--- src/rtl/pr2_pkg.sv ---
// ----------------------------------------------------------------------------
// pr2_pkg: shared constants and types for the 2x2 pixel reducer
// Holds the sizes, the register map and the item types that pass from the
// front part, through the window queue, to the back part.
// ----------------------------------------------------------------------------
`default_nettype none

package pr2_pkg;

    // Sizes
    localparam int MAX_WIDTH  = 2048;
    localparam int COL_W      = $clog2(MAX_WIDTH);
    localparam int WIDTH_W    = 12;
    localparam int PIX_W      = 8;
    localparam int PAIR_DEPTH = MAX_WIDTH / 2;
    localparam int PAIR_AW    = COL_W - 1;
    localparam int MODE_W     = 3;
    localparam int FIFO_DEPTH = 4;
    localparam int FIFO_AW    = $clog2(FIFO_DEPTH);
    localparam int ADDR_W     = 3;
    localparam int DATA_W     = 32;

    // Width limits
    localparam logic [WIDTH_W-1:0] WIDTH_MIN = WIDTH_W'(2);
    localparam logic [WIDTH_W-1:0] WIDTH_MAX = WIDTH_W'(MAX_WIDTH);
    localparam logic [WIDTH_W-1:0] WIDTH_RESET = WIDTH_W'(2048);

    // Mode codes
    localparam logic [MODE_W-1:0] MODE_AVG      = 3'd0;
    localparam logic [MODE_W-1:0] MODE_RANK_MAX = 3'd4;

    // Register indexes (paddr bit 2)
    localparam logic REG_MODE  = 1'b0;
    localparam logic REG_WIDTH = 1'b1;

    typedef logic [PIX_W-1:0] pix_t;

    // Operation picked by the front part
    typedef struct packed {
        logic       avg;
        logic [1:0] rank;
    } op_t;

    // One complete 2x2 window
    typedef struct packed {
        pix_t a;
        pix_t b;
        pix_t c;
        pix_t d;
        logic row_end;
        op_t  op;
    } win_t;

endpackage

`default_nettype wire

--- src/rtl/pr2_queue.sv ---
// ----------------------------------------------------------------------------
// pr2_queue: short window queue between front and back
// Four-entry first-in first-out store of window items.
// ----------------------------------------------------------------------------
`default_nettype none

module pr2_queue (
    input  wire                 clk,
    input  wire                 rst_n,
    input  wire                 push,
    input  wire pr2_pkg::win_t  push_win,
    input  wire                 pop,
    output pr2_pkg::win_t       head,
    output logic                full,
    output logic                empty
);

    pr2_pkg::win_t                slot_mem [pr2_pkg::FIFO_DEPTH];
    logic [pr2_pkg::FIFO_AW-1:0]  wr_reg, rd_reg;
    logic [pr2_pkg::FIFO_AW:0]    cnt_reg, cnt_next;

    assign head  = slot_mem[rd_reg];
    assign full  = (cnt_reg == (pr2_pkg::FIFO_AW+1)'(pr2_pkg::FIFO_DEPTH));
    assign empty = (cnt_reg == '0);

    always_comb
    begin
        cnt_next = cnt_reg;
        if (push && !pop)
            cnt_next = cnt_reg + 1'b1;
        else if (pop && !push)
            cnt_next = cnt_reg - 1'b1;
    end

    // Advance pointers
    always_ff @(posedge clk or negedge rst_n)
    begin
        if (!rst_n)
        begin
            wr_reg  <= '0;
            rd_reg  <= '0;
            cnt_reg <= '0;
        end
        else
        begin
            if (push)
                wr_reg <= wr_reg + 1'b1;
            if (pop)
                rd_reg <= rd_reg + 1'b1;
            cnt_reg <= cnt_next;
        end
    end

    // Store item
    always_ff @(posedge clk)
    begin
        if (push)
            slot_mem[wr_reg] <= push_win;
    end

endmodule

`default_nettype wire

--- config.mk ---
export PLATFORM = sky130hd
export DESIGN_NAME = pr2_queue
export DESIGN_NICKNAME = d
export VERILOG_FILES = /design/src/rtl/pr2_pkg.sv /design/src/rtl/pr2_queue.sv
export SDC_FILE = /design/constraint.sdc
export NUM_CORES = 1
export LEC_CHECK = 0
export BUFFER_PORTS_ARGS = -buffer_cell sky130_fd_sc_hd__buf_2
export CAP_MARGIN = 0
export CORE_UTILIZATION = 61
export CTS_CLUSTER_SIZE = 40
export DETAILED_ROUTE_END_ITERATION = 10
export PLACE_DENSITY = 0.84
export SYNTH_ARGS = -nofsm -noshare
export SYNTH_HDL_FRONTEND = slang
export SYNTH_SLANG_ARGS = --single-unit
--- constraint.sdc ---
create_clock -name clk -period 3.3 [get_ports clk]
set_clock_uncertainty 0.1 [all_clocks]
set_input_delay 0 -clock clk [delete_from_list [all_inputs] [get_ports clk]]
set_output_delay 0 -clock clk [all_outputs]
set_load 0.05 [all_outputs]
==> metrics.txt, run 1 <==
share of cells above drive strength 1=0.415; #FFs+latches synth=151; critical path launch point type=flip-flop; Leak=0.00253 µW; status=complete, but fails checks; routed vias=2,820; TritonCTS clock tree=yes; detailed-route wire length=11.1 mm; crit share post-route=0.731; Max clock buf depth=2; failing checks=design-rule violations; post-CTS sizing=0; cell count after synthesis=222; vias in the first global route=2,930; Core Box Area=8810 µm²; Hold Path Depth=2; post-route ant nets=0; Setup TNS=0 ns; Starting Density=0.636; die width=97.9 µm; reg2reg start=wr_reg[1]; Area Overhead vs Synth=26.9%; Die Area=9570 µm²; Starting DRT DRC Count=177; Seq/Total Area, Yosys=0.803; num ports=78; die height=97.9 µm; dpl ws=1.35 ns; Fmax=414 MHz; total global routing overflow=0; # Post-CTS Setup Buffers=0; Setup crit start=rd_reg[0]; RePlAce Congestion=0.684; Slew Limit Fails=0; Mapped Avg Cell Area=25.2 µm²; Worst Path Class, Setup=flip-flop to primary output; pwr/cell area=1030 nW/µm²; critical path fanouts, max=26; cts bufs inserted=17; Synthesized Nets=268; diode count=0; maxcap violations=0; DRT Pass-1 Iters=8; Critical Path Sink=head[22]; first-pass GRT wire length=16.9 mm; endpoint type of the worst setup path=primary output; Sink Count=151; Post-DP HPWL=5.14 mm; final net count=397; Worst Tran Pin Value=0.970 ns; num rows=34; clk_lat worst skew=0.52 ns; RSZ-0062 raised after global routing=false; Reg-to-Reg End=slot_mem[1][31]; CP required=3.20 ns; R2R cell count=3; Slew headroom=0.354; initial antenna violation count=0; Wirelength per Cell=23.5 µm; Final Hold Vio Count=0; largest net degree at the start of global routing=38; max reg flops=144; reg-to-reg slack, setup=1.36 ns; DR vias/cell=5.97; final worst setup slack=0.886 ns; Final setup viols=0; Port Buf Inserts=77; VDD IR max=0.536 mV; H-tree Lvls=4; DRC Markers=16; mapped cell area=5600 µm²; Hold Crit Class=input port to flip-flop; Yosys Warn Count=0; Reg clk slew, reported paths=0.06 ns; Tot GR Track Use=0.253; Distinct cells, synth=19; CP arrival=2.31 ns; Root Buffer=clkbuf_8; Final min period=2.41 ns
[what timing repair did]
action,in CTS,in global routing
endpoints found under the hold margin,158,0
setup endpoints to repair,0,0
hold buffers,40,0
[worst min-delay path by stage]
stage	from	end	slack (ns)
after floorplan	rst_n	cnt_reg[0]	-0.40
after global placement	rst_n	cnt_reg[2]	-0.26
after detailed placement	rst_n	cnt_reg[2]	-0.25
after CTS	push_win[23]	slot_mem[3][23]	0.11
after global routing	push_win[32]	slot_mem[2][32]	0.12
final	push_win[32]	slot_mem[0][32]	0.12
[metrics by stage]
step | std cells | power, µW | area, µm² | hold slack (ns) | utilization
2_1_floorplan | 222 | 4750 | 5600 | -0.396 | -
3_3_place_gp | 400 | 5200 | 6070 | -0.258 | 0.690
3_5_place_dp | 400 | 5240 | 6070 | -0.249 | 0.690
4_1_cts | 472 | 7380 | 7110 | 0.110 | 0.808
5_1_grt | 472 | 7590 | 7110 | 0.115 | 0.808
6_report | 472 | 7350 | 7110 | 0.120 | 0.808
[worst max-delay path, cell delays in order, from the launching register on]
cell,delay (ns)
dfrtp_2,0.65
buf_12,0.29
mux4_2,0.59
buf_2,0.24
[per-layer routing]
layer / track usage / part of all wire
met3: 0.0644 / 0.070
met2: 0.405 / 0.51
met5: 0 / 0
met1: 0.339 / 0.40
met4: 0.106 / 0.020
[layout by cell type, fill, tap and decap left out, types with 3 or more instances in the layout]
master and instances:
bufinv_16 5, clkinv_4 3, inv_6 3, edfxtp_1 144, xor2_1 4, inv_1 4, ha_1 5, clkbuf_16 16
and2_2 4, dfrtp_1 5, buf_2 77, dlygate4sd3_1 40, mux4_2 36
[synthesized netlist by cell type, drive strengths merged]
cell type / instances / area (µm²)
xor2: 4 / 35.0
edfxtp: 144 / 4320
xnor2: 2 / 17.5
mux2: 1 / 11.3
mux4: 36 / 811
dfrtp: 7 / 175
inv: 4 / 15.0
fa: 1 / 20.0
ha: 5 / 62.6
and2: 4 / 25.0
o21ai: 1 / 5.00
nor3b: 1 / 7.51
nor3: 1 / 5.00
buf: 8 / 78.8
nor2: 1 / 3.75
nand2: 2 / 7.51
[report_power, final]
part / internal [µW] / switching (µW) / leakage (µW) / total (µW)
logic: 795 / 1680 / 0.000825 / 2470
clock network: 1320 / 761 / 0.000304 / 2080
registers: 2530 / 276 / 0.00140 / 2800
total: 4640 / 2720 / 0.00253 / 7350
[layout make-up]
| cell class | instances | area, µm² |
|---|---|---|
| timing repair buffer | 118 | 806 |
| clock inverter | 13 | 218 |
| multi-input combinational | 59 | 1020 |
| sequential | 151 | 4500 |
| fill | 399 | 1690 |
| clock buffer | 19 | 422 |
| tap | 108 | 135 |
| inverter | 4 | 15.0 |
[logic make-up after synthesis]
group	count (synthesis)	share of synthesized area
AO/OA/AOI/OAI	1	0.000892
XOR/XNOR	6	0.00938
adder cells (fa/ha/maj)	6	0.0147
buffers and inverters	12	0.0167
flip-flops	151	0.803
multiplexers	37	0.147
AND/OR/NAND/NOR	9	0.00871
(Power assumes the default switching activity.)
==> run 2: changes to the inputs <==
--- a/config.mk
+++ b/config.mk
@@ -7,10 +7,10 @@
 export LEC_CHECK = 0
 export BUFFER_PORTS_ARGS = -buffer_cell sky130_fd_sc_hd__buf_2
 export CAP_MARGIN = 0
-export CORE_UTILIZATION = 61
+export CORE_UTILIZATION = 51
 export CTS_CLUSTER_SIZE = 40
 export DETAILED_ROUTE_END_ITERATION = 10
-export PLACE_DENSITY = 0.84
+export PLACE_DENSITY = 0.75
 export SYNTH_ARGS = -nofsm -noshare
 export SYNTH_HDL_FRONTEND = slang
 export SYNTH_SLANG_ARGS = --single-unit
==> constraint.sdc (replaced) <==
create_clock -name clk -period 2.15 [get_ports clk]
set_clock_uncertainty 0.1 [all_clocks]
set_input_delay 0 -clock clk [delete_from_list [all_inputs] [get_ports clk]]
set_output_delay 0 -clock clk [all_outputs]
set_load 0.05 [all_outputs]
==> metrics.txt, run 2 (same netlist as run 1, synthesis figures left out) <==
Root Buffer=clkbuf_8 (unchanged); Area Overhead vs Synth=28.1% (was 26.9%); Final Hold Vio Count=0 (unchanged); Reg-to-Reg End=slot_mem[2][0] (was slot_mem[1][31]); Fillers=678 (was 399); num rows=37 (was 34); Worst Path Class, Setup=flip-flop to primary output (unchanged); Fmax=497 MHz; Core Box Area=10,500 µm² (was 8810 µm²); Starting Density=0.533 (was 0.636); Final setup viols=0 (unchanged); CP arrival=1.91 ns (was 2.31 ns); largest net degree at the start of global routing=24 (was 38); reg2reg start=wr_reg[0] (was wr_reg[1]); TritonCTS clock tree=yes (unchanged); DRC Markers=0 (was 16); commonest non-fill, non-tap cell in the layout=edfxtp_1 (unchanged); cts bufs inserted=17 (unchanged); clock share of power=0.259 (was 0.282); CP required=2.05 ns (was 3.20 ns); endpoint type of the worst setup path=primary output (unchanged); Reg clk slew, reported paths=0.06 ns (about the same); # Post-CTS Setup Buffers=0 (unchanged); num ports=78 (unchanged); hold endpoint=slot_mem[0][20] (was slot_mem[0][32]); Int Pwr=6930 µW (was 4640 µW); DRT Pass-1 Iters=6 (was 8); Final min period=2.01 ns; R2R cell count=4 (was 3); first-pass GRT wire length=15.2 mm (was 16.9 mm); RSZ-0062 raised after global routing=false (unchanged); VDD IR max=0.876 mV (was 0.536 mV); critical path launch point type=flip-flop (unchanged); critical path fanouts, max=18 (was 26); FF+latch area=4500 µm² (unchanged); Max clock buf depth=2 (unchanged); detailed-route wire length=9.55 mm (was 11.1 mm); crit share post-route=0.936; share of cells above drive strength 1=0.432 (was 0.415); Worst Tran Pin Value=0.365 ns (was 0.970 ns); Cell Area, Placed=6190 µm² (was 6070 µm²); Hold Crit Class=input port to flip-flop (unchanged); clk_lat worst skew=0.50 ns (was 0.52 ns); logic gate share of total power=0.372 (was 0.336); Setup TNS=0 ns (unchanged); Wirelength per Cell=18.7 µm (was 23.5 µm); status=finished clean (was complete, but fails checks); max reg flops=144 (unchanged); vias in the first global route=2,957 (was 2,930); multi-input logic area=1020 µm² (unchanged); reg-to-reg slack, setup=0.59 ns (was 1.36 ns); routed vias=2,687 (was 2,820); Hold Path Depth=2 (unchanged); final worst setup slack=0.137 ns (was 0.886 ns); post-route ant nets=0 (unchanged); Slew headroom=0.756 (was 0.354); diode count=0 (unchanged); Slew Limit Fails=0 (unchanged); Hold Path Origin=push_win[20] (was push_win[32]); RePlAce Congestion=0.628 (was 0.684); Post-DP HPWL=5.70 mm (was 5.14 mm); DR vias/cell=5.26 (was 5.97); total global routing overflow=0 (unchanged); final net count=408 (was 397); commonest non-fill, non-tap cells in the layout=144 x edfxtp_1, 77 x buf_2, 40 x dlygate4sd3_1 (unchanged); die height=107 µm (was 97.9 µm); dpl ws=0.524 ns (was 1.35 ns); Port Buf Inserts=77 (unchanged); NetSw=4010 µW (was 2720 µW); Tot GR Track Use=0.185 (was 0.253); maxcap violations=0 (unchanged); die width=107 µm (was 97.9 µm); Reg power frac=0.369 (was 0.381); post-layout util=0.683 (was 0.808); Net Sw Frac=0.366 (was 0.369); Die Area=11,400 µm² (was 9570 µm²); Starting DRT DRC Count=111 (was 177); Leak=0.00256 µW (was 0.00253 µW); pwr/cell area=1520 nW/µm² (was 1030 nW/µm²); Sink Count=151 (unchanged); initial antenna violation count=0 (unchanged); final instance area=7180 µm² (was 7110 µm²); H-tree Lvls=4 (unchanged)
==> run 2: cell types whose count changed in the layout (fill, tap and decap cells not counted), sizes merged <==
cell      delta
buf         +11
clkinvlp     +3
clkinv       +2
inv          -3
bufinv       -2
==> run 2: layer usage <==
metal,GRT usage,part of all wire,vias up
li1,-,-,1213
met3,0.0462,0.043,9
met1,0.239,0.43,1380
met2,0.307,0.52,85
met4,0.0665,0.0091,0
met5,0,0,-
==> run 2: layout make-up <==
class / instances / share of cell area
Sequential cell: 151 / 0.627
Multi-Input combinational cell: 59 / 0.142
Timing Repair Buffer: 129 / 0.125
Clock buffer: 19 / 0.0588
Tap cell: 136 / 0.0237
Clock inverter: 13 / 0.0218
Inverter: 4 / 0.00209
==> run 2: stage by stage <==
step           hold slack, ns  instances  total power, µW
6_report                0.148        511            10900
5_1_grt                 0.123        511            11400
4_1_cts                 0.118        511            11100
3_5_place_dp           -0.249        439             8150
3_3_place_gp           -0.255        439             8100
2_1_floorplan          -0.396        222             7290
==> run 2: worst max-delay path, cell delays in order, from the launching register on <==
cell and delay, ns:
dfrtp_2 0.40, buf_8 0.23, mux4_2 0.54, buf_2 0.23
==> run 2: timing repair <==
action,CTS,global route
endpoints found under the hold margin,158,0
hold buffers,40,0
setup endpoints to repair,16,2
gates resized for setup,1,1
pin swaps,0,0
==> run 2: power by group through the flow <==
stage	Combinational (µW)	Clock, µW	Sequential [µW]
finish	4070	2830	4040
detailed placement	4050	0	4090
global placement	4040	0	4060
CTS	4130	2900	4040
global route	4310	3020	4090
floorplan	3250	0	4040
==> run 2: worst max path at each step <==
stage	start	to	cells past startpoint
global route	rd_reg[0]	head[16]	3
global placement	rd_reg[0]	head[35]	3
detailed placement	rd_reg[0]	head[20]	3
CTS	rd_reg[0]	head[17]	3
floorplan	wr_reg[0]	slot_mem[2][0]	3
finish	rd_reg[0]	head[17]	3
