[config.mk]
export PLATFORM = sky130hd
export DESIGN_NAME = pr2_back
export DESIGN_NICKNAME = d
export VERILOG_FILES = /design/src/rtl/pr2_pkg.sv /design/src/rtl/pr2_back.sv
export SDC_FILE = /design/constraint.sdc
export NUM_CORES = 1
export LEC_CHECK = 0
export ABC_AREA = 1
export ABC_CLOCK_PERIOD_IN_PS = 1430
export CELL_PAD_IN_SITES_DETAIL_PLACEMENT = 1
export CELL_PAD_IN_SITES_GLOBAL_PLACEMENT = 2
export CORE_MARGIN = 3
export CORE_UTILIZATION = 28
export CTS_BUF_LIST = sky130_fd_sc_hd__clkbuf_8 sky130_fd_sc_hd__clkbuf_16
export CTS_CLUSTER_SIZE = 14
export DETAILED_ROUTE_END_ITERATION = 12
export DONT_BUFFER_PORTS = 1
export GPL_TIMING_DRIVEN = 0
export PLACE_DENSITY_LB_ADDON = 0.2
export REMOVE_ABC_BUFFERS = 1
export SYNTH_ARGS = -nofsm -noshare
export SYNTH_HDL_FRONTEND = slang
export SYNTH_SLANG_ARGS = --single-unit
[constraint.sdc]
create_clock -name clk -period 1.43 [get_ports clk]
set_input_delay 0.286 -clock clk [delete_from_list [all_inputs] [get_ports clk]]
set_output_delay 0.286 -clock clk [all_outputs]
set_load 0.1 [all_outputs]
[src/rtl/pr2_pkg.sv]
// ----------------------------------------------------------------------------
// pr2_pkg: shared constants and types for the 2x2 pixel reducer
// Holds the sizes, the register map and the item types that pass from the
// front part, through the window queue, to the back part.
// ----------------------------------------------------------------------------
`default_nettype none

package pr2_pkg;

    // Sizes
    localparam int MAX_WIDTH  = 2048;
    localparam int COL_W      = $clog2(MAX_WIDTH);
    localparam int WIDTH_W    = 12;
    localparam int PIX_W      = 8;
    localparam int PAIR_DEPTH = MAX_WIDTH / 2;
    localparam int PAIR_AW    = COL_W - 1;
    localparam int MODE_W     = 3;
    localparam int FIFO_DEPTH = 4;
    localparam int FIFO_AW    = $clog2(FIFO_DEPTH);
    localparam int ADDR_W     = 3;
    localparam int DATA_W     = 32;

    // Width limits
    localparam logic [WIDTH_W-1:0] WIDTH_MIN = WIDTH_W'(2);
    localparam logic [WIDTH_W-1:0] WIDTH_MAX = WIDTH_W'(MAX_WIDTH);
    localparam logic [WIDTH_W-1:0] WIDTH_RESET = WIDTH_W'(2048);

    // Mode codes
    localparam logic [MODE_W-1:0] MODE_AVG      = 3'd0;
    localparam logic [MODE_W-1:0] MODE_RANK_MAX = 3'd4;

    // Register indexes (paddr bit 2)
    localparam logic REG_MODE  = 1'b0;
    localparam logic REG_WIDTH = 1'b1;

    typedef logic [PIX_W-1:0] pix_t;

    // Operation picked by the front part
    typedef struct packed {
        logic       avg;
        logic [1:0] rank;
    } op_t;

    // One complete 2x2 window
    typedef struct packed {
        pix_t a;
        pix_t b;
        pix_t c;
        pix_t d;
        logic row_end;
        op_t  op;
    } win_t;

endpackage

`default_nettype wire

[src/rtl/pr2_back.sv]
// ----------------------------------------------------------------------------
// pr2_back: window reduction and output register
// Averages or ranks the four pixels of the queue head and holds the result
// in the output register until the sink takes it.
// ----------------------------------------------------------------------------
`default_nettype none

module pr2_back (
    input  wire                 clk,
    input  wire                 rst_n,
    input  wire pr2_pkg::win_t  head,
    input  wire                 empty,
    output logic                pop,
    output logic                out_valid,
    input  wire                 out_ready,
    output pr2_pkg::pix_t       out_pixel,
    output logic                out_last
);

    logic          valid_reg;
    pr2_pkg::pix_t pix_reg, pix_next;
    logic          last_reg;
    logic [pr2_pkg::PIX_W+1:0] sum;
    pr2_pkg::pix_t v0, v1, v2, v3, w0, w1, w2, w3, x1, x2;
    pr2_pkg::pix_t ranked;

    // Sort the four pixels
    always_comb
    begin
        v0 = (head.b < head.a) ? head.b : head.a;
        v1 = (head.b < head.a) ? head.a : head.b;
        v2 = (head.d < head.c) ? head.d : head.c;
        v3 = (head.d < head.c) ? head.c : head.d;
        w0 = (v2 < v0) ? v2 : v0;
        w2 = (v2 < v0) ? v0 : v2;
        w1 = (v3 < v1) ? v3 : v1;
        w3 = (v3 < v1) ? v1 : v3;
        x1 = (w2 < w1) ? w2 : w1;
        x2 = (w2 < w1) ? w1 : w2;
        unique case (head.op.rank)
            2'd0:    ranked = w0;
            2'd1:    ranked = x1;
            2'd2:    ranked = x2;
            default: ranked = w3;
        endcase
    end

    // Truncated average or picked rank
    always_comb
    begin
        sum = {2'b00, head.a} + {2'b00, head.b} + {2'b00, head.c} + {2'b00, head.d};
        pix_next = head.op.avg ? sum[pr2_pkg::PIX_W+1:2] : ranked;
    end

    assign pop       = !empty && (!valid_reg || out_ready);
    assign out_valid = valid_reg;
    assign out_pixel = pix_reg;
    assign out_last  = last_reg;

    // Output valid
    always_ff @(posedge clk or negedge rst_n)
    begin
        if (!rst_n)
            valid_reg <= 1'b0;
        else if (!valid_reg || out_ready)
            valid_reg <= !empty;
    end

    // Load result
    always_ff @(posedge clk)
    begin
        if (pop)
        begin
            pix_reg  <= pix_next;
            last_reg <= head.row_end;
        end
    end

endmodule

`default_nettype wire

==> impl_metrics.csv, run 1 <==
group,metric,value,unit
outcome,outcome,"finished with violations",
outcome,violations_in_the_final_reports,"setup timing",
timing,max_clock_freq,0.2476,GHz
timing,final_min_period_over_clock_period,2.825,
synthesis,synth.most_common_cell,"nand2_1",
worst_setup_path,worstPathMaxFanout,9,
timing,period_needed,4.039,ns
synthesis,proportion_of_netlist_area_held_by_the_largest_area_contributor,0.1780,
synthesis,synth.yosys.warnings,0,
power_and_ir_drop,pwr_density_cell,1425,mW/mm^2
global_routing,first_global_vias,3526,
cts,tritoncts.num_buffers,3,
power_and_ir_drop,switching_share,0.5542,
die,initial_utilization,0.2952,
cts,clk_latency,0.24,ns
synthesis,synth_edf_count,9,
synthesis,synthTopCellsByArea,"nand2_1 18%, ha_1 17%, fa_1 11%",
worst_setup_path,timing.critical_path.from_type,"input pin",
power_and_ir_drop,vdd_ir_drop_max,639.7,uV
place,dp.cells,583,
timing,grt_setup_unrepaired,"yes",
synthesis,netlist_instances,462,
power_and_ir_drop,power_frac_comb,0.827,
worst_hold_path,whs_path_depth,1,
worst_hold_path,min-delay-start,"empty",
cells_and_area,final_core_util,0.4444,
cells_and_area,n_fill_cell,1238,
synthesis,synth_area,0.002952,mm^2
cells_and_area,fraction_of_final_layout_cells_sized_beyond_drive_strength_1,0.3439,
drt,drcViolationCount,0,
cts,clock_sinks,10,
synthesis,synth.distinct_cells,28,
synthesis,synthDominantAreaCellType,"nand2_1",
cts,cts.path.max_buffers,2,
place,dp_hpwl,8092,um
cts,clock_slew_at_reported_path_ffs,0.05,ns
synthesis,share_of_the_yosys_chip_area_belonging_to_registers,0.1000,
global_routing,grt.overflow.total,0,
worst_setup_path,regToRegEndpoint,"out_pixel[0]",
timing,slew-limit-headroom,0.3986,
synthesis,ys_seq_elements,10,
place,numPortBuffers,0,
synthesis,synth_top_cells_by_count,"140 x nand2_1, 57 x inv_1, 48 x nand3_1",
cts,cts_root_buf,"clkbuf_8",
global_routing,pin_count_of_the_biggest_net_entering_global_routing,16,
place,place.gp.congestion,0.7664,
cells_and_area,layout_overhead_on_the_synthesized_area,50.57,%
timing,number_of_hold_violations_in_the_final_report,0,
power_and_ir_drop,power.leakage,1.939,nW
drt,drt_iter0_drc,102,
worst_setup_path,required_time_of_the_worst_setup_path,1.41,ns
cells_and_area,sequential_cell_area,299.0,um^2
power_and_ir_drop,netSwitchingPower,3.509,mW
power_and_ir_drop,seqPwrFrac,0.126,
synthesis,synth-main-ff-cell,"edfxtp_1",
worst_hold_path,worstHoldEndpoint,"out_valid",
drt,final_antenna_net_count,0,
cells_and_area,final_net_count,603,
die,floorplan.core_area,0.01000,mm^2
power_and_ir_drop,internal-power,2.823,mW
job,cap_violations,0,
global_routing,antenna_violations_before_repair,0,
worst_setup_path,rrSetupSlack,-0.31,ns
drt,finalWirelength,11410,um
timing,max_slew.worst_pin.slew,0.9040,ns
cells_and_area,multi_input_area,0.003321,mm^2
cts,clock_tree_from_tritoncts,"built",
worst_setup_path,worst_r2r_path_depth,1,
worst_hold_path,worst_hold_path_type,"input pin to flop",
global_routing,grt_use_total,0.1948,
timing,setup_ws,-2.609,ns
worst_setup_path,r2r_start,"out_valid",
timing,final-max-slew-violation-count,0,
die,ios,51,
drt,drt-pass1-iter-count,4,
timing,finalClockSkew,0.0007240,ns
place,dp_worst_setup_slack,-4.536,ns
synthesis,async_flop_share,0.1000,
cells_and_area,num_antenna_cells,0,
drt,vias,3272,
worst_setup_path,critPathCaptureType,"flop",
global_routing,grt_pass1_wl,18090,um
drt,ratio_of_routed_vias_to_standard_cells,5.121,
die,vertical_die_dimension,108.7,um
drt,routedWlPerCell,17.85,um
cells_and_area,fin_cells,639,
die,die_area,0.01181,mm^2
die,floorplan.die.width,108.7,um
worst_setup_path,critical_path_arrival,4.02,ns
cts,htree_levels,1,
synthesis,synthesis.area_per_instance,6.389,um^2
timing,setup_violations,22,
worst_setup_path,critPathKind,"input pin to flop",
power_and_ir_drop,clock_power_share,0.047,
die,num_rows,36,
flip-flops by register name, indices dropped and copies added, names as in the netlist:
signal and count:
out_valid 1, out_last 1, out_pixel 8
through the flow:
step / power (mW) / hold slack, ns / cell area (um^2) / setup TNS, ns
after global placement: 3.688 / -0.009558 / 3063 / -55.09
after global routing: 6.860 / 0.1207 / 4444 / -24.23
after floorplan: 3.044 / -0.009591 / 2897 / -43.31
final: 6.332 / 0.1185 / 4444 / -22.50
after CTS: 5.964 / 0.1229 / 4259 / -21.96
after detailed placement: 3.786 / -0.009565 / 3074 / -42.48
cell families after synthesis:
| logic type | after synthesis | synth area share |
|---|---|---|
| xor gates and xnor gates | 5 | 0.01484 |
| AOI/OAI and AO/OA | 84 | 0.1632 |
| DFF | 10 | 0.1000 |
| adders and majority gates | 56 | 0.2781 |
| and+or+nand+nor | 237 | 0.3514 |
| buffers and inverters | 70 | 0.09241 |
cell type report:
| cell class | count | area share |
|---|---|---|
| clock buffers | 3 | 0.009291 |
| well taps | 133 | 0.03744 |
| repair buffers | 39 | 0.08361 |
| clock inverters | 1 | 0.0008446 |
| multi-input cells | 395 | 0.7472 |
| inverters | 58 | 0.05434 |
| flip-flops and latches | 10 | 0.06729 |
placed cells by master (no fill, tap or decap), types with 7 or more instances in the layout:
cell,instances
nand3_2,10
a21oi_1,14
nand3_1,38
o21ai_2,8
o21ai_4,12
nor2_1,16
o21ai_0,7
nand2_2,20
buf_4,31
a21oi_4,8
o211ai_1,15
ha_1,25
edfxtp_1,9
nand2_1,120
nand4_1,7
fa_1,16
nand2_4,13
inv_1,49
a21oi_2,9
ha_4,13
nor2_4,10
nand2_8,11
worst max path at each step:
stage / slack [ns] / startpoint / cells past startpoint / endpoint
final: -2.61 / head[33] / 26 / out_pixel[0]
after CTS: -2.56 / head[33] / 25 / out_pixel[0]
after detailed placement: -4.54 / head[19] / 23 / out_pixel[0]
after floorplan: -3.20 / head[33] / 21 / out_pixel[0]
after global routing: -2.78 / head[33] / 26 / out_pixel[0]
after global placement: -4.46 / head[19] / 23 / out_pixel[0]
worst max-delay path, cell delays in order:
cell and delay (ns):
clkinvlp_4 0.08, ha_4 0.23, a21oi_4 0.20, nor2_4 0.06, nor3_4 0.21, buf_12 0.18
nand2_8 0.10, nor2_4 0.13, a21oi_4 0.06, ha_4 0.28, nand2_2 0.06, nor3b_2 0.24
nand2_2 0.20, nand2_8 0.14, nand2_2 0.07, o21ai_4 0.09, ha_4 0.24, a21oi_4 0.17
nor2_4 0.05, a211oi_4 0.18, buf_4 0.16, buf_12 0.12, nand3_1 0.10, nand3_2 0.07
nand3_2 0.08, o21a_1 0.22
power by group through the flow:
stage / clock network [mW] / registers [mW] / logic, mW
final: 0.298 / 0.798 / 5.24
after global routing: 0.309 / 0.803 / 5.75
after CTS: 0.297 / 0.800 / 4.87
after floorplan: 0 / 0.793 / 2.25
after detailed placement: 0 / 0.803 / 2.98
after global placement: 0 / 0.801 / 2.89
routing by layer:
metal / vias up / share of wire / track usage
li1: 1639 / - / -
met1: 1578 / 0.44 / 0.2485
met2: 43 / 0.53 / 0.3663
met3: 12 / 0.022 / 0.01658
met4: 0 / 0.015 / 0.02254
met5: - / 0 / 0
timing repair:
| item | 4_1_cts | 5_1_grt |
|---|---|---|
| gates resized for setup | 165 | 25 |
| pin swaps | 49 | 34 |
| cloned | 13 | 2 |
| hold buffers | 1 | 0 |
| hold endpoints to repair | 1 | 0 |
| buffers inserted | 30 | 6 |
| endpoints found under the setup margin | 28 | 22 |
(Power assumes the default switching activity.)
==> run 2: changes to the inputs <==
- ABC_AREA: 1 -> 0
==> run 2 against run 1 <==
The flow still finishes with violations (setup timing). Final cell count fell by 18%. Global-route usage down 0.89 points. Combinational power is 28% lower. Critical path depth fell by 1. Sequential share of layout area rose by 0.90 points. Flip-flop and latch count is the same. Synthesized cell count is 23% lower. Setup slack worse by 1.3 ns. Final area decreased by 12%. Critical path type unchanged. Via count decreased by 14%. Critical endpoint is now out_pixel[4]. Register-to-register slack is essentially flat.
==> impl_metrics.csv, run 2 <==
group,metric,value,unit
die,floorplan.die.width,108.8,um
cts,clock_sinks,10,
synthesis,synth_area,0.002957,mm^2
power_and_ir_drop,power.leakage,1.661,nW
power_and_ir_drop,switching_share,0.4955,
timing,setup_ws,-3.954,ns
die,num_rows,36,
cts,cts.path.max_buffers,2,
cells_and_area,layout_overhead_on_the_synthesized_area,32.67,%
worst_setup_path,critical_path_arrival,5.46,ns
cells_and_area,final_cell_mix,"36 x inv_1, 34 x buf_4, 33 x ha_1",
cts,tritoncts.num_buffers,3,
worst_setup_path,worst_setup_startpoint,"head[26]",
synthesis,proportion_of_netlist_area_held_by_the_largest_area_contributor,0.1693,
global_routing,grt_use_total,0.1860,
power_and_ir_drop,internal-power,2.446,mW
cts,clock_tree_from_tritoncts,"built",
die,vertical_die_dimension,108.8,um
cts,cts_root_buf,"clkbuf_8",
place,dp_hpwl,8086,um
synthesis,synthesis.area_per_instance,8.328,um^2
power_and_ir_drop,netSwitchingPower,2.403,mW
drt,drt-pass1-iter-count,4,
cells_and_area,fraction_of_final_layout_cells_sized_beyond_drive_strength_1,0.2857,
worst_hold_path,worst_hold_path_type,"input pin to flop",
cells_and_area,final_net_count,489,
cts,clk_latency,0.24,ns
timing,final_min_period_over_clock_period,3.765,
worst_setup_path,regToRegEndpoint,"out_pixel[1]",
place,numPortBuffers,0,
global_routing,grt.overflow.total,0,
worst_setup_path,critPathKind,"input pin to flop",
cells_and_area,mostFrequentLayoutCell,"inv_1",
synthesis,synth.yosys.warnings,0,
synthesis,synth_edf_count,9,
synthesis,synth_top_cells_by_count,"41 x inv_1, 40 x ha_1, 40 x mux2i_1",
synthesis,share_of_the_yosys_chip_area_belonging_to_registers,0.09987,
global_routing,antenna_violations_before_repair,0,
cts,htree_levels,1,
die,floorplan.core_area,0.01000,mm^2
global_routing,first_global_vias,3090,
outcome,outcome,"finished with violations",
timing,number_of_hold_violations_in_the_final_report,0,
drt,routedWlPerCell,20.10,um
synthesis,synthDominantAreaCellType,"ha_1",
synthesis,synth-main-ff-cell,"edfxtp_1",
timing,max_clock_freq,0.1857,GHz
drt,finalWirelength,10550,um
worst_setup_path,rrSetupSlack,-0.30,ns
cells_and_area,final_core_util,0.3923,
cells_and_area,num_antenna_cells,0,
power_and_ir_drop,seqPwrFrac,0.157,
synthesis,synth.most_common_cell,"inv_1",
power_and_ir_drop,pwr_density_cell,1236,mW/mm^2
place,dp_worst_setup_slack,-6.227,ns
drt,drcViolationCount,0,
global_routing,grt_pass1_wl,16880,um
place,place.gp.congestion,0.7717,
worst_setup_path,timing.critical_path.from_type,"input pin",
worst_setup_path,critPathCaptureType,"flop",
cells_and_area,largest_reg_flops,8,
die,initial_utilization,0.2957,
timing,grt_setup_unrepaired,"yes",
synthesis,synth.distinct_cells,55,
worst_setup_path,worst_r2r_path_depth,1,
global_routing,pin_count_of_the_biggest_net_entering_global_routing,17,
timing,max_slew.worst_pin.slew,0.8970,ns
timing,final-max-slew-violation-count,0,
timing,period_needed,5.384,ns
drt,final_antenna_net_count,0,
cells_and_area,design_area,0.003923,mm^2
synthesis,ys_seq_elements,10,
synthesis,synthTopCellsByArea,"ha_1 17%, mux2i_1 14%, fa_1 11%",
die,die_area,0.01183,mm^2
power_and_ir_drop,clock_power_share,0.061,
worst_setup_path,worstPathMaxFanout,6,
cells_and_area,fin_cells,525,
drt,vias,2824,
worst_setup_path,r2r_start,"out_valid",
drt,drt_iter0_drc,87,
synthesis,async_flop_share,0.1000,
power_and_ir_drop,vdd_ir_drop_max,389.5,uV
job,cap_violations,0,
timing,slew-limit-headroom,0.4033,
outcome,violations_in_the_final_reports,"setup timing",
timing,setup_violations,22,
power_and_ir_drop,p_total,4.849,mW
drt,ratio_of_routed_vias_to_standard_cells,5.379,
place,dpl-instance-area,0.003087,mm^2
timing,finalClockSkew,0.006026,ns
synthesis,netlist_instances,355,
die,ios,51,
cts,clock_slew_at_reported_path_ffs,0.05,ns
power_and_ir_drop,power_frac_comb,0.782,
worst_setup_path,required_time_of_the_worst_setup_path,1.50,ns
worst_setup_path,endpoint,"out_pixel[4]",
place,dp.cells,477,
-- run 2: layout make-up --
class | count | area, um^2
tap | 133 | 166.4
multi-input combinational | 296 | 2885
sequential | 10 | 299.0
fill | 1189 | 6077
inverter | 41 | 176.4
timing repair buffer | 41 | 350.3
clock buffer | 3 | 41.29
clock inverter | 1 | 3.754
-- run 2: layer usage --
metal	wire, um	GRT usage
met1	4840	0.2427
met2	5340	0.3327
met3	305	0.02901
met4	68	0.02164
met5	0	0
-- run 2: cell families after synthesis --
group           synth area share
compound gates            0.2522
flops                    0.09987
mux                       0.1545
fa+ha+maj                 0.2844
xor+xnor                 0.01185
simple gates              0.1291
buf+inv                  0.06814
-- run 2: worst min-delay path by stage --
stage | cells past startpoint | endpoint | from
6_report | 1 | out_valid | empty
4_1_cts | 0 | out_last | head[3]
5_1_grt | 0 | out_last | head[3]
3_5_place_dp | 0 | out_valid | rst_n
2_1_floorplan | 0 | out_valid | rst_n
3_3_place_gp | 0 | out_valid | rst_n
-- run 2: power groups by stage --
stage | logic, mW | clock network, mW | registers (mW)
finish | 3.79 | 0.296 | 0.759
global placement | 2.54 | 0 | 0.762
detailed placement | 2.59 | 0 | 0.764
floorplan | 1.94 | 0 | 0.756
global route | 4.18 | 0.334 | 0.763
CTS | 3.53 | 0.309 | 0.762
-- run 2: through the flow --
step | TNS, ns | hold slack (ns)
4_1_cts | -33.64 | 0.1358
3_3_place_gp | -68.27 | -0.009560
5_1_grt | -35.26 | 0.1241
6_report | -33.24 | 0.1427
2_1_floorplan | -53.85 | -0.009591
3_5_place_dp | -55.50 | -0.009557
-- run 2: timing repair --
item                                    CTS  global route
hold buffers                              1             0
gates cloned                              3             0
buffers inserted                         31             9
gates resized for setup                  67            23
endpoints found under the setup margin   28            22
pin swaps                                31             9
endpoints found under the hold margin     1             0
-- run 2: worst max-delay path, cell delays in order --
cell and delay [ns]:
ha_4 0.22, a21o_1 0.17, a221o_2 0.42, a41oi_4 0.31, buf_6 0.18, mux2i_4 0.28
ha_4 0.24, a21o_1 0.22, a211o_4 0.39, a31oi_4 0.18, a31oi_4 0.11, o31a_4 0.20
mux2i_4 0.20, inv_2 0.06, ha_4 0.23, a21o_1 0.15, a21o_1 0.18, a21oi_4 0.19
nand2_2 0.09, o31ai_4 0.20, buf_6 0.14, buf_12 0.10, mux2i_4 0.31, a22oi_2 0.13
a32oi_2 0.24
